## src/hdl/fip_pkg.sv

```systemverilog
// ----------------------------------------------------------------------------
// fip_pkg
// Shared widths, codes and constants of the frame interval pacer.
// ----------------------------------------------------------------------------
package fip_pkg;

  // field widths
  localparam int unsigned ACTION_W = 2;
  localparam int unsigned SEC_W    = 32;
  localparam int unsigned USEC_W   = 20;
  localparam int unsigned FPS_W    = 10;
  localparam int unsigned WAIT_W   = 10;

  // action codes
  localparam logic [ACTION_W-1:0] ACT_START    = 2'd0;
  localparam logic [ACTION_W-1:0] ACT_PREPARE  = 2'd1;
  localparam logic [ACTION_W-1:0] ACT_DISPATCH = 2'd2;

  // time constants
  localparam logic [FPS_W-1:0]  MS_PER_SEC   = 10'd1000;
  localparam logic [USEC_W-1:0] USEC_PER_SEC = 20'd1000000;
  localparam logic [SEC_W-1:0]  MAX_MISSED   = 32'd2;
  localparam logic [WAIT_W-1:0] WAIT_MAX     = 10'd1000;
  localparam logic [FPS_W-1:0]  FPS_RESET    = 10'd60;

  // serial multiplier digit width
  localparam int unsigned DIGIT_W = 2;

endpackage

```

## src/hdl/fip_in_if.sv

```systemverilog
// ----------------------------------------------------------------------------
// fip_in_if
// Input channel of the frame interval pacer: valid/ready plus one action word.
// ----------------------------------------------------------------------------
interface fip_in_if import fip_pkg::*; ();

  logic                valid;
  logic                ready;
  logic [ACTION_W-1:0] action;
  logic [SEC_W-1:0]    now_sec;
  logic [USEC_W-1:0]   now_usec;
  logic                handler_ok;

  modport source (output valid, action, now_sec, now_usec, handler_ok, input ready);
  modport sink   (input valid, action, now_sec, now_usec, handler_ok, output ready);

endinterface

```

## src/hdl/fip_out_if.sv

```systemverilog
// ----------------------------------------------------------------------------
// fip_out_if
// Result channel of the frame interval pacer: valid/ready plus one result word.
// ----------------------------------------------------------------------------
interface fip_out_if import fip_pkg::*; ();

  logic              valid;
  logic              ready;
  logic              frame_due;
  logic [WAIT_W-1:0] wait_ms;

  modport source (output valid, frame_due, wait_ms, input ready);
  modport sink   (input valid, frame_due, wait_ms, output ready);

endinterface

```

## src/hdl/frame_interval_pacer.sv

```systemverilog
// Start, dispatch and unused codes go straight to the done state; a prepare runs the
// bit-serial divider (one quotient bit a cycle) and the radix-4 serial multiplier (two
// multiplier bits a cycle), with further passes on a rebase or when a wait is reported.
// Throughput: one word at a time; the next is taken while the last result waits.
// Reset: asynchronous, clears start time and frame count, rate returns to 60 fps.
// ----------------------------------------------------------------------------
// frame_interval_pacer
// Frame pacing timer: tracks interval start and frame count, works out elapsed
// milliseconds, due frame number and wait time with shared serial arithmetic.
// ----------------------------------------------------------------------------
module frame_interval_pacer import fip_pkg::*; (
  input  logic             clk_i,
  input  logic             rst_ni,
  input  logic             cfg_we_i,
  input  logic [FPS_W-1:0] cfg_wdata_i,
  fip_in_if.sink           in_i,
  fip_out_if.source        out_o
);

  // sequencer states
  localparam logic [3:0] ST_IDLE   = 4'd0;
  localparam logic [3:0] ST_DUS_DV = 4'd1;
  localparam logic [3:0] ST_EL_MUL = 4'd2;
  localparam logic [3:0] ST_FN_MUL = 4'd3;
  localparam logic [3:0] ST_FN_DV  = 4'd4;
  localparam logic [3:0] ST_FT_DV  = 4'd5;
  localparam logic [3:0] ST_SH_MUL = 4'd6;
  localparam logic [3:0] ST_TG_MUL = 4'd7;
  localparam logic [3:0] ST_TG_DV  = 4'd8;
  localparam logic [3:0] ST_DONE   = 4'd9;

  // step counts of the serial units
  localparam int unsigned FT_W      = FPS_W + 1;
  localparam logic [5:0]  DIV_STEPS = 6'(SEC_W);
  localparam logic [5:0]  DUS_STEPS = 6'(USEC_W);
  localparam logic [5:0]  FT_STEPS  = 6'(FT_W);
  localparam logic [5:0]  MUL_STEPS = 6'(FPS_W / DIGIT_W);

  logic [3:0]        state_q;
  logic [5:0]        cnt_q;
  logic [FPS_W-1:0]  fps_q;
  logic [SEC_W-1:0]  start_sec_q;
  logic [USEC_W-1:0] start_usec_q;
  logic [SEC_W-1:0]  frames_q;
  logic [SEC_W-1:0]  sec_q;
  logic [USEC_W-1:0] usec_q;
  logic              neg_q;
  logic [SEC_W-1:0]  el_q;
  logic              res_due_q;
  logic [WAIT_W-1:0] res_wait_q;
  logic              out_valid_q;
  logic              out_due_q;
  logic [WAIT_W-1:0] out_wait_q;

  // divider: dividend/quotient shift register, remainder, divisor
  logic [SEC_W-1:0]  dv_q;
  logic [FPS_W-1:0]  rem_q;
  logic [FPS_W-1:0]  dvsr_q;
  // multiplier: accumulator, shifted multiplicand, multiplier digits
  logic [SEC_W-1:0]  acc_q;
  logic [SEC_W-1:0]  mcand_q;
  logic [FPS_W-1:0]  mplr_q;

  logic [FPS_W-1:0]  rate;
  logic              in_acc;
  logic              out_free;
  logic              out_load;

  // effective rate, zero acts as one
  assign rate = (fps_q == '0) ? FPS_W'(1) : fps_q;

  assign in_i.ready      = (state_q == ST_IDLE);
  assign in_acc          = in_i.valid && (state_q == ST_IDLE);
  assign out_free        = !out_valid_q || out_o.ready;
  assign out_load        = (cnt_q == '0) && (state_q == ST_DONE) && out_free;
  assign out_o.valid     = out_valid_q;
  assign out_o.frame_due = out_due_q;
  assign out_o.wait_ms   = out_wait_q;

  // restoring divider step
  logic [FPS_W:0]   rem_sh;
  logic             q_bit;
  logic [FPS_W:0]   rem_sub;
  logic [FPS_W-1:0] rem_nx;

  assign rem_sh  = {rem_q, dv_q[SEC_W-1]};
  assign q_bit   = (rem_sh >= {1'b0, dvsr_q});
  assign rem_sub = rem_sh - {1'b0, dvsr_q};
  assign rem_nx  = q_bit ? rem_sub[FPS_W-1:0] : rem_sh[FPS_W-1:0];

  // radix-4 multiplier step
  logic [SEC_W-1:0] pp;

  assign pp = (mplr_q[0] ? mcand_q : '0) + (mplr_q[1] ? {mcand_q[SEC_W-2:0], 1'b0} : '0);

  // microsecond difference, sign and magnitude for the truncating divide
  logic [USEC_W:0] dus;
  logic [USEC_W:0] dus_mag;

  assign dus     = {1'b0, in_i.now_usec} - {1'b0, start_usec_q};
  assign dus_mag = dus[USEC_W] ? (~dus + (USEC_W+1)'(1)) : dus;

  // signed quotient of the microsecond difference
  logic [SEC_W-1:0] q_signed;

  assign q_signed = neg_q ? ('0 - dv_q) : dv_q;

  // due frame checks
  logic [SEC_W-1:0] fdiff;
  logic             rebase;
  logic             new_frame;

  assign fdiff     = dv_q - frames_q;
  assign rebase    = (dv_q < frames_q) || (fdiff > MAX_MISSED);
  assign new_frame = (dv_q != frames_q);

  // rebase shift split into seconds and microseconds
  logic              s_sub;
  logic [USEC_W-1:0] u_sub;
  logic              borrow;
  logic [SEC_W-1:0]  rb_sec;
  logic [USEC_W-1:0] rb_usec;

  assign s_sub   = (acc_q >= {{(SEC_W-USEC_W){1'b0}}, USEC_PER_SEC});
  assign u_sub   = s_sub ? '0 : acc_q[USEC_W-1:0];
  assign borrow  = (usec_q < u_sub);
  assign rb_sec  = sec_q - SEC_W'(s_sub) - SEC_W'(borrow);
  assign rb_usec = borrow ? (usec_q + USEC_PER_SEC - u_sub) : (usec_q - u_sub);

  // wait time, saturated
  logic [SEC_W-1:0]  wdiff;
  logic [WAIT_W-1:0] wait_sat;

  assign wdiff = dv_q - el_q;

  always_comb begin
    if (wdiff[SEC_W-1]) begin
      wait_sat = '0;
    end else if (wdiff > {{(SEC_W-WAIT_W){1'b0}}, WAIT_MAX}) begin
      wait_sat = WAIT_MAX;
    end else begin
      wait_sat = wdiff[WAIT_W-1:0];
    end
  end

  // sequencer and serial datapath
  always_ff @(posedge clk_i or negedge rst_ni) begin
    if (!rst_ni) begin
      state_q      <= ST_IDLE;
      cnt_q        <= '0;
      fps_q        <= FPS_RESET;
      start_sec_q  <= '0;
      start_usec_q <= '0;
      frames_q     <= '0;
      sec_q        <= '0;
      usec_q       <= '0;
      neg_q        <= 1'b0;
      el_q         <= '0;
      res_due_q    <= 1'b0;
      res_wait_q   <= '0;
      out_valid_q  <= 1'b0;
      out_due_q    <= 1'b0;
      out_wait_q   <= '0;
      dv_q         <= '0;
      rem_q        <= '0;
      dvsr_q       <= '0;
      acc_q        <= '0;
      mcand_q      <= '0;
      mplr_q       <= '0;
    end else begin
      if (cfg_we_i) begin
        fps_q <= cfg_wdata_i;
      end

      // result word is loaded or leaves
      if (out_load) begin
        out_valid_q <= 1'b1;
      end else if (out_o.ready) begin
        out_valid_q <= 1'b0;
      end

      // unit steps run while the counter is non-zero
      if (cnt_q != '0) begin
        cnt_q <= cnt_q - 6'd1;
        dv_q  <= {dv_q[SEC_W-2:0], q_bit};
        rem_q <= rem_nx;
        acc_q   <= acc_q + pp;
        mcand_q <= {mcand_q[SEC_W-DIGIT_W-1:0], {DIGIT_W{1'b0}}};
        mplr_q  <= {{DIGIT_W{1'b0}}, mplr_q[FPS_W-1:DIGIT_W]};
      end else begin
        case (state_q)
          ST_IDLE: begin
            if (in_acc) begin
              res_due_q  <= 1'b0;
              res_wait_q <= '0;
              state_q    <= ST_DONE;
              case (in_i.action)
                ACT_START: begin
                  start_sec_q  <= in_i.now_sec;
                  start_usec_q <= in_i.now_usec;
                  frames_q     <= '0;
                end
                ACT_PREPARE: begin
                  sec_q   <= in_i.now_sec;
                  usec_q  <= in_i.now_usec;
                  neg_q   <= dus[USEC_W];
                  dv_q    <= {dus_mag[USEC_W-1:0], {(SEC_W-USEC_W){1'b0}}};
                  rem_q   <= '0;
                  dvsr_q  <= MS_PER_SEC;
                  cnt_q   <= DUS_STEPS;
                  state_q <= ST_DUS_DV;
                end
                ACT_DISPATCH: begin
                  if (in_i.handler_ok) begin
                    frames_q  <= frames_q + SEC_W'(1);
                    res_due_q <= 1'b1;
                  end
                end
                default: begin
                end
              endcase
            end
          end
          ST_DUS_DV: begin
            // elapsed = dsec * 1000 + signed quotient
            acc_q   <= q_signed;
            mcand_q <= sec_q - start_sec_q;
            mplr_q  <= MS_PER_SEC;
            cnt_q   <= MUL_STEPS;
            state_q <= ST_EL_MUL;
          end
          ST_EL_MUL: begin
            el_q    <= acc_q;
            mcand_q <= acc_q;
            acc_q   <= '0;
            mplr_q  <= rate;
            cnt_q   <= MUL_STEPS;
            state_q <= ST_FN_MUL;
          end
          ST_FN_MUL: begin
            dv_q    <= acc_q;
            rem_q   <= '0;
            dvsr_q  <= MS_PER_SEC;
            cnt_q   <= DIV_STEPS;
            state_q <= ST_FN_DV;
          end
          ST_FN_DV: begin
            if (rebase) begin
              // frame period rounded up to whole ms
              dv_q    <= {({1'b0, rate} + FT_W'(MS_PER_SEC) - FT_W'(1)),
                          {(SEC_W-FT_W){1'b0}}};
              rem_q   <= '0;
              dvsr_q  <= rate;
              cnt_q   <= FT_STEPS;
              state_q <= ST_FT_DV;
            end else if (new_frame) begin
              res_due_q <= 1'b1;
              state_q   <= ST_DONE;
            end else begin
              acc_q   <= '0;
              mcand_q <= frames_q + SEC_W'(1);
              mplr_q  <= MS_PER_SEC;
              cnt_q   <= MUL_STEPS;
              state_q <= ST_TG_MUL;
            end
          end
          ST_FT_DV: begin
            acc_q   <= '0;
            mcand_q <= dv_q;
            mplr_q  <= MS_PER_SEC;
            cnt_q   <= MUL_STEPS;
            state_q <= ST_SH_MUL;
          end
          ST_SH_MUL: begin
            // move the start one frame before now
            if (usec_q < USEC_PER_SEC) begin
              start_sec_q  <= rb_sec;
              start_usec_q <= rb_usec;
            end else begin
              start_sec_q  <= sec_q;
              start_usec_q <= usec_q;
            end
            frames_q  <= '0;
            res_due_q <= 1'b1;
            state_q   <= ST_DONE;
          end
          ST_TG_MUL: begin
            dv_q    <= acc_q;
            rem_q   <= '0;
            dvsr_q  <= rate;
            cnt_q   <= DIV_STEPS;
            state_q <= ST_TG_DV;
          end
          ST_TG_DV: begin
            res_wait_q <= wait_sat;
            state_q    <= ST_DONE;
          end
          ST_DONE: begin
            if (out_free) begin
              out_due_q   <= res_due_q;
              out_wait_q  <= res_wait_q;
              state_q     <= ST_IDLE;
            end
          end
          default: begin
            state_q <= ST_IDLE;
          end
        endcase
      end
    end
  end

endmodule

```

## src/flat_wrapper.sv

```systemverilog
// flat-port wrapper written by rule: the top's interface ports become plain ports
module frame_interval_pacer_flat import fip_pkg::*;
  (clk_i, rst_ni, cfg_we_i, cfg_wdata_i, in_i_valid, in_i_action, in_i_now_sec, in_i_now_usec, in_i_handler_ok, in_i_ready, out_o_valid, out_o_frame_due, out_o_wait_ms, out_o_ready);
  fip_in_if in_i_i ();
  fip_out_if out_o_i ();
  input  logic clk_i;
  input  logic rst_ni;
  input  logic cfg_we_i;
  input  logic [FPS_W-1:0] cfg_wdata_i;
  input wire logic [$bits(in_i_i.valid)-1:0] in_i_valid;
  input wire logic [$bits(in_i_i.action)-1:0] in_i_action;
  input wire logic [$bits(in_i_i.now_sec)-1:0] in_i_now_sec;
  input wire logic [$bits(in_i_i.now_usec)-1:0] in_i_now_usec;
  input wire logic [$bits(in_i_i.handler_ok)-1:0] in_i_handler_ok;
  output wire logic [$bits(in_i_i.ready)-1:0] in_i_ready;
  output wire logic [$bits(out_o_i.valid)-1:0] out_o_valid;
  output wire logic [$bits(out_o_i.frame_due)-1:0] out_o_frame_due;
  output wire logic [$bits(out_o_i.wait_ms)-1:0] out_o_wait_ms;
  input wire logic [$bits(out_o_i.ready)-1:0] out_o_ready;
  assign in_i_i.valid = in_i_valid;
  assign in_i_i.action = in_i_action;
  assign in_i_i.now_sec = in_i_now_sec;
  assign in_i_i.now_usec = in_i_now_usec;
  assign in_i_i.handler_ok = in_i_handler_ok;
  assign in_i_ready = in_i_i.ready;
  assign out_o_valid = out_o_i.valid;
  assign out_o_frame_due = out_o_i.frame_due;
  assign out_o_wait_ms = out_o_i.wait_ms;
  assign out_o_i.ready = out_o_ready;
  frame_interval_pacer u_core (.clk_i(clk_i), .rst_ni(rst_ni), .cfg_we_i(cfg_we_i), .cfg_wdata_i(cfg_wdata_i), .in_i(in_i_i), .out_o(out_o_i));
endmodule
```

## config.mk

```make
export PLATFORM = sky130hd
export DESIGN_NAME = frame_interval_pacer_flat
export DESIGN_NICKNAME = d
export VERILOG_FILES = /design/src/hdl/fip_pkg.sv /design/src/hdl/fip_in_if.sv /design/src/hdl/fip_out_if.sv /design/src/hdl/frame_interval_pacer.sv /design/src/flat_wrapper.sv
export SDC_FILE = /design/constraint.sdc
export NUM_CORES = 1
export LEC_CHECK = 0
export BUFFER_PORTS_ARGS = -buffer_cell sky130_fd_sc_hd__buf_2
export CAP_MARGIN = 20
export CORE_MARGIN = 2
export CORE_UTILIZATION = 24
export CTS_CLUSTER_SIZE = 30
export DETAILED_ROUTE_END_ITERATION = 8
export REMOVE_ABC_BUFFERS = 1
export SLEW_MARGIN = 40
export SYNTH_ARGS = -nofsm -noshare
export SYNTH_HDL_FRONTEND = slang
export SYNTH_SLANG_ARGS = --single-unit
```

## constraint.sdc

```tcl
create_clock -name clk_i -period 10.7 [get_ports clk_i]
set_input_delay 1.07 -clock clk_i [delete_from_list [all_inputs] [get_ports clk_i]]
set_output_delay 1.07 -clock clk_i [all_outputs]
set_load 0.03 [all_outputs]
```

; ---- Word level (Yosys, flattened, before mapping)
; Cells that the tools add are included.
[word_totals]
regBits = 338
output_inout_bits = 13
[classes]
n_addsub = 18
magnitude_cmp = 7
eq_ne = 27
mux = 70
bitwise = 2
n_reduce_logical = 40
[op_table]
columns = op, n
row1 = $mux W32, 18
row2 = $pmux W32 S2, 3
row3 = $pmux W32 S3, 2
row4 = $mux W10, 15
row5 = $pmux W32 S4, 1
row6 = $mux W20, 6
row7 = $sub A32 B32 Y32, 3
row8 = $add A32 B32 Y32, 2
row9 = $sub A32 B1 Y32, 2
row10 = $pmux W10 S3, 2
row11 = $pmux W10 S4, 1
row12 = $pmux W20 S2, 1
row13 = $sub A20 B20 Y20, 2
row14 = $pmux W4 S9, 1
row15 = $add A32 B1 Y32 const B, 1
row16 = $ge A32 B20 Y1 const B, 1
row17 = $gt A32 B10 Y1 const B, 1
row18 = $gt A32 B2 Y1 const B, 1
row19 = $lt A32 B32 Y1, 1
row20 = $ne A32 B32 Y1, 1
row21 = $sub A1 B32 Y32 const A, 1
row22 = $mux W6, 5
row23 = $pmux W6 S4, 1
row24 = $sub A20 B20 Y21, 1
row25 = 44 further kinds, 91

; ---- Logic depth before layout (Yosys ltp)
[logic_depth]
depth_word = 8
mapped_depth = 29

; ---- Worst setup path before layout
; No wires, ideal clock.
[synth_path]
kind = register to register
startpoint = reg u_core.acc_q[13]
endpoint = reg u_core.start_sec_q[27]
t_arrival_ns = 5.771
required_time_ns = 10.623
path_slack_ns = 4.853
stages_incl_launch_ff = 27
n_path_buf = 2
path_cell_list = dfrtp_1 inv_1 nand4_1 o21ai_0 a21oi_1 nor2_1 clkbuf_1 nand2_1 ha_1 fa_1 o21ai_0 o2bb2ai_1 o311a_1 o31ai_1 a21oi_1 clkbuf_1 fa_1 ha_1 nor4b_1 nand2_1 nor3_1 nand2_2 or4_4 nor3_2 xor2_1 mux2i_1 o21ai_1
[synth_between]
elab_chain_len = 6
word_cells_on_any_way = 7
cone_classes = 2 x add/sub / 2 x order compare / 3 x mux
[synth_rtl]
columns = item, line_no
row1 = from (decl), frame_interval_pacer.sv:60  ; logic [SEC_W-1:0] acc_q;
row2 = from (signal assigned), frame_interval_pacer.sv:187  ; acc_q <= acc_q + pp;
row3 = from (signal assigned), frame_interval_pacer.sv:226  ; acc_q <= q_signed;
row4 = "parallel branches: the longest is 3 deep, another holds $ge A32 B20 Y1", --
row5 = $sub A32 B1 Y32 (*), frame_interval_pacer.sv:127  ; assign rb_sec = sec_q - SEC_W'(s_sub) - SEC_W'(borrow);
row6 = $mux W32 (*), frame_interval_pacer.sv:276  ; if (usec_q < USEC_PER_SEC) begin
row7 = $pmux W32 S2 (*), frame_interval_pacer.sv:191  ; case (state_q)
row8 = to (signal assigned), frame_interval_pacer.sv:199  ; start_sec_q <= in_i.now_sec;
row9 = to (signal assigned), frame_interval_pacer.sv:277  ; start_sec_q <= rb_sec;
row10 = to (signal assigned), frame_interval_pacer.sv:280  ; start_sec_q <= sec_q;
row11 = to (decl), frame_interval_pacer.sv:42  ; logic [SEC_W-1:0] start_sec_q;
; Every way passes the cells marked *.
; A chain may end at the register's enable or synchronous reset.

; ---- Final worst setup path
[layout_path]
startpoint = reg u_core.acc_q[8]
endpoint = reg u_core.start_sec_q[31]
; The elaborated chain is that of the path after synthesis.

==> run_results.csv <==
group,metric,value,unit
logic_synthesis,async_flop_share,100,%
logic_synthesis,synth_edf_count,0,
global_route,grt_max_degree,93,
logic_synthesis,yosysMostFrequentCell,"nand2_1",
setup_path,crit_type,"flop to flop",
outcome,outcome,"finished, final reports clean",
detailed_routing,drc,0,
setup_path,critPathSlowestCell,"nor3_1",
final_layout,areaGrowthSynthToFinish,12.2,%
logic_synthesis,synth_seq_cells,338,
floorplan,start_util,24.2,%
global_route,gr-total-overflow,0,
sta,skew,0.0375,ns
sta,rsz0062_at_grt,"false",
clock_tree,cts_resized,0,
logic_synthesis,synth_cell_type_count,111,
clock_tree,cts.clk_slew.worst_paths,0.06,ns
power_and_ir_drop,p_per_area,284,nW/µm²
logic_synthesis,syn_area,30300,µm²
logic_synthesis,synth.top_cells.by_area,"dfrtp_1, ha_1, o21ai_0",
final_layout,nFillCells,13500,
global_route,antenna_found_initial,6,
final_layout,finalNetCount,3984,
floorplan,ios,83,
final_layout,layout-drive-gt1-share,10.8,%
power_and_ir_drop,report.power.total,0.00966,W
clock_tree,insertion_delay,0.60,ns
setup_path,crit_path_max_incr_delay,0.58,ns
logic_synthesis,yosysTopAreaCell,"dfrtp_1",
placed_design,hpwl,80700,µm
floorplan,fp-row-count,130,
logic_synthesis,ys_seq_area_share,27.9,%
detailed_routing,drt-total-wl,107000,µm
logic_synthesis,yosys-top-cells-count,"nand2_1, inv_1, dfrtp_1",
clock_tree,postCtsHoldBufs,0,
placed_design,port-buffer-count,82,
power_and_ir_drop,vdd_drop_max,0.000160,V
placed_design,postPlaceCellArea,32500,µm²
sta,max_slew_margin,38.6,%
sta,setup_tns,0,ns
global_route,grt_pass1_wl,164000,µm
detailed_routing,wl_per_cell,20.1,µm
logic_synthesis,synth.top_cell.area_share,27.6,%
detailed_routing,ant_nets,0,
sta,maxSlewViolCount,0,
clock_tree,postCtsSetupBuffers,0,
detailed_routing,vias,28000,
sta,period_minus_slack,7.12,ns
min_path,hp-class,"primary input to asynchronous set/reset pin",
detailed_routing,dr.pass1.iters,6,
clock_tree,root_buffer,"clkbuf_16",
clock_tree,htreeDepth,2,
logic_synthesis,syn_avg_cell_area,8.30,µm²
clock_tree,cts_tree,"done",
floorplan,fp.dieArea,129000,µm²
floorplan,fp.dieH,359,µm
final_layout,n_antenna_cell,0,
sta,hold_viol,0,
logic_synthesis,synth_warnings,0,
clock_tree,cts_made_buffers,43,
final_layout,post-route-util,27.1,%
logic_synthesis,synthCells,3652,
clock_tree,clk_path_buf_depth,3,
power_and_ir_drop,p_leak,14.7,nW
setup_path,start_kind,"flop",
floorplan,die_w,359,µm
logic_synthesis,synth_ff_type,"dfrtp_1",
clock_tree,clock_sinks,338,
detailed_routing,viasPerCell,5.24,
setup_path,cp.required,11.20,ns
global_route,grt_pass1_vias,26700,
run,maxCapViolCount,0,
sta,fin_crit_sh,66.5,%
detailed_routing,drt_iter0_markers,2701,
placed_design,place_congestion,0.927,
sta,fmax,140,MHz
floorplan,core,125000,µm²
sta,worst_pin_slew,0.915,ns
sta,setup_viol,0,
final_layout,final_area,34000,µm²
global_route,grt_usage,16.1,%
setup_path,end_kind,"flop",
setup_path,crit_fanout,21,
setup_path,critPathArrivalTime,7.62,ns
-- state kept, by name (all words and copies together), names as in the netlist, 4 cells and up --
| register | flops |
|---|---|
| u_core.frames_q | 32 |
| u_core.start_usec_q | 20 |
| u_core.out_o.wait_ms | 10 |
| u_core.rem_q | 10 |
| u_core.acc_q | 32 |
| u_core.mplr_q | 10 |
| u_core.fps_q | 10 |
| u_core.state_q | 4 |
| u_core.dvsr_q | 10 |
| u_core.mcand_q | 32 |
| u_core.dv_q | 32 |
| u_core.sec_q | 32 |
| u_core.cnt_q | 6 |
| u_core.usec_q | 20 |
| u_core.el_q | 32 |
| u_core.res_wait_q | 10 |
| u_core.start_sec_q | 32 |
-- metal layers --
layer	vias up	global-route usage (%)	wire length, µm
met5	-	0	24
met4	4	6.78	4760
met3	216	2.48	7150
met2	985	25.6	48300
met1	13600	21.6	46900
li1	13100	-	-
-- per-stage QoR --
| step | cells | setup WS, ns | hold WS [ns] |
|---|---|---|---|
| 2_1_floorplan | 3483 | 2.58 | 0.450 |
| 3_3_place_gp | 5259 | 3.77 | 0.462 |
| 3_5_place_dp | 5260 | 3.70 | 0.470 |
| 4_1_cts | 5337 | 3.63 | 0.484 |
| 5_1_grt | 5338 | 3.11 | 0.328 |
| 6_report | 5338 | 3.58 | 0.339 |
-- logic make-up (layout without fill, tap and decap cells) --
family | count (synthesis) | count (layout) | share of synthesized area (%)
muxes | 169 | 169 | 6.36
xor gates and xnor gates | 231 | 231 | 6.68
AOI/OAI and AO/OA | 1086 | 1086 | 23.3
and+or+nand+nor | 1045 | 1045 | 16.9
adders and majority gates | 258 | 258 | 11.9
DFF | 338 | 338 | 27.9
buffers and inverters | 525 | 561 | 6.90
-- final timing paths --
path / start / to / slack, ns / cells after the start
worst max register to register: u_core.acc_q[8] / u_core.start_sec_q[31] / 3.58 / 28
max in group asynchronous: rst_ni / u_core.usec_q[12] / 8.99 / 3
min in group clk_i: u_core.start_sec_q[20] / u_core.start_sec_q[20] / 0.48 / 2
worst min-delay path: rst_ni / u_core.rem_q[3] / 0.34 / 1
worst min register to register: u_core.start_sec_q[20] / u_core.start_sec_q[20] / 0.48 / 2
worst max-delay path: u_core.acc_q[8] / u_core.start_sec_q[31] / 3.58 / 28
-- layout by cell type (no fill, tap or decap), types with 43 or more instances in the layout --
cell / n
nand2_1: 385
xnor2_1: 147
o21ai_0: 312
mux2_2: 80
a221oi_1: 43
a21o_1: 63
ha_1: 207
buf_2: 81
mux2i_1: 60
dfrtp_1: 334
o211ai_1: 47
xor2_1: 83
nor3_1: 70
clkbuf_16: 45
a21oi_1: 214
inv_1: 355
nand3_1: 89
fa_1: 51
nor2_1: 182
-- final cells by class --
type | count | area, µm² | area share [%]
clock buffers | 60 | 1280 | 3.77
flip-flops and latches | 338 | 8460 | 24.9
well taps | 1650 | 2060 | 6.07
clock inverters | 17 | 149 | 0.438
repair buffers | 128 | 808 | 2.38
inverters | 356 | 1340 | 3.93
multi-input cells | 2789 | 19900 | 58.5
-- critical path, delay by kind of cell (launching register included) --
| kind | cells | cell delay [ns] |
|---|---|---|
| AOI/OAI and AO/OA | 10 | 2.30 |
| xor gates and xnor gates | 1 | 0.15 |
| adders and majority gates | 4 | 1.30 |
| buffers and inverters | 3 | 0.37 |
| DFF | 1 | 0.46 |
| muxes | 1 | 0.08 |
| and+or+nand+nor | 9 | 2.33 |
-- report_power, final --
part	internal, W	switching [W]
logic	0.00218	0.00374
registers	0.00166	0.000568
clock network	0.000883	0.000628
Note: power is estimated with default switching activity, not from simulation.
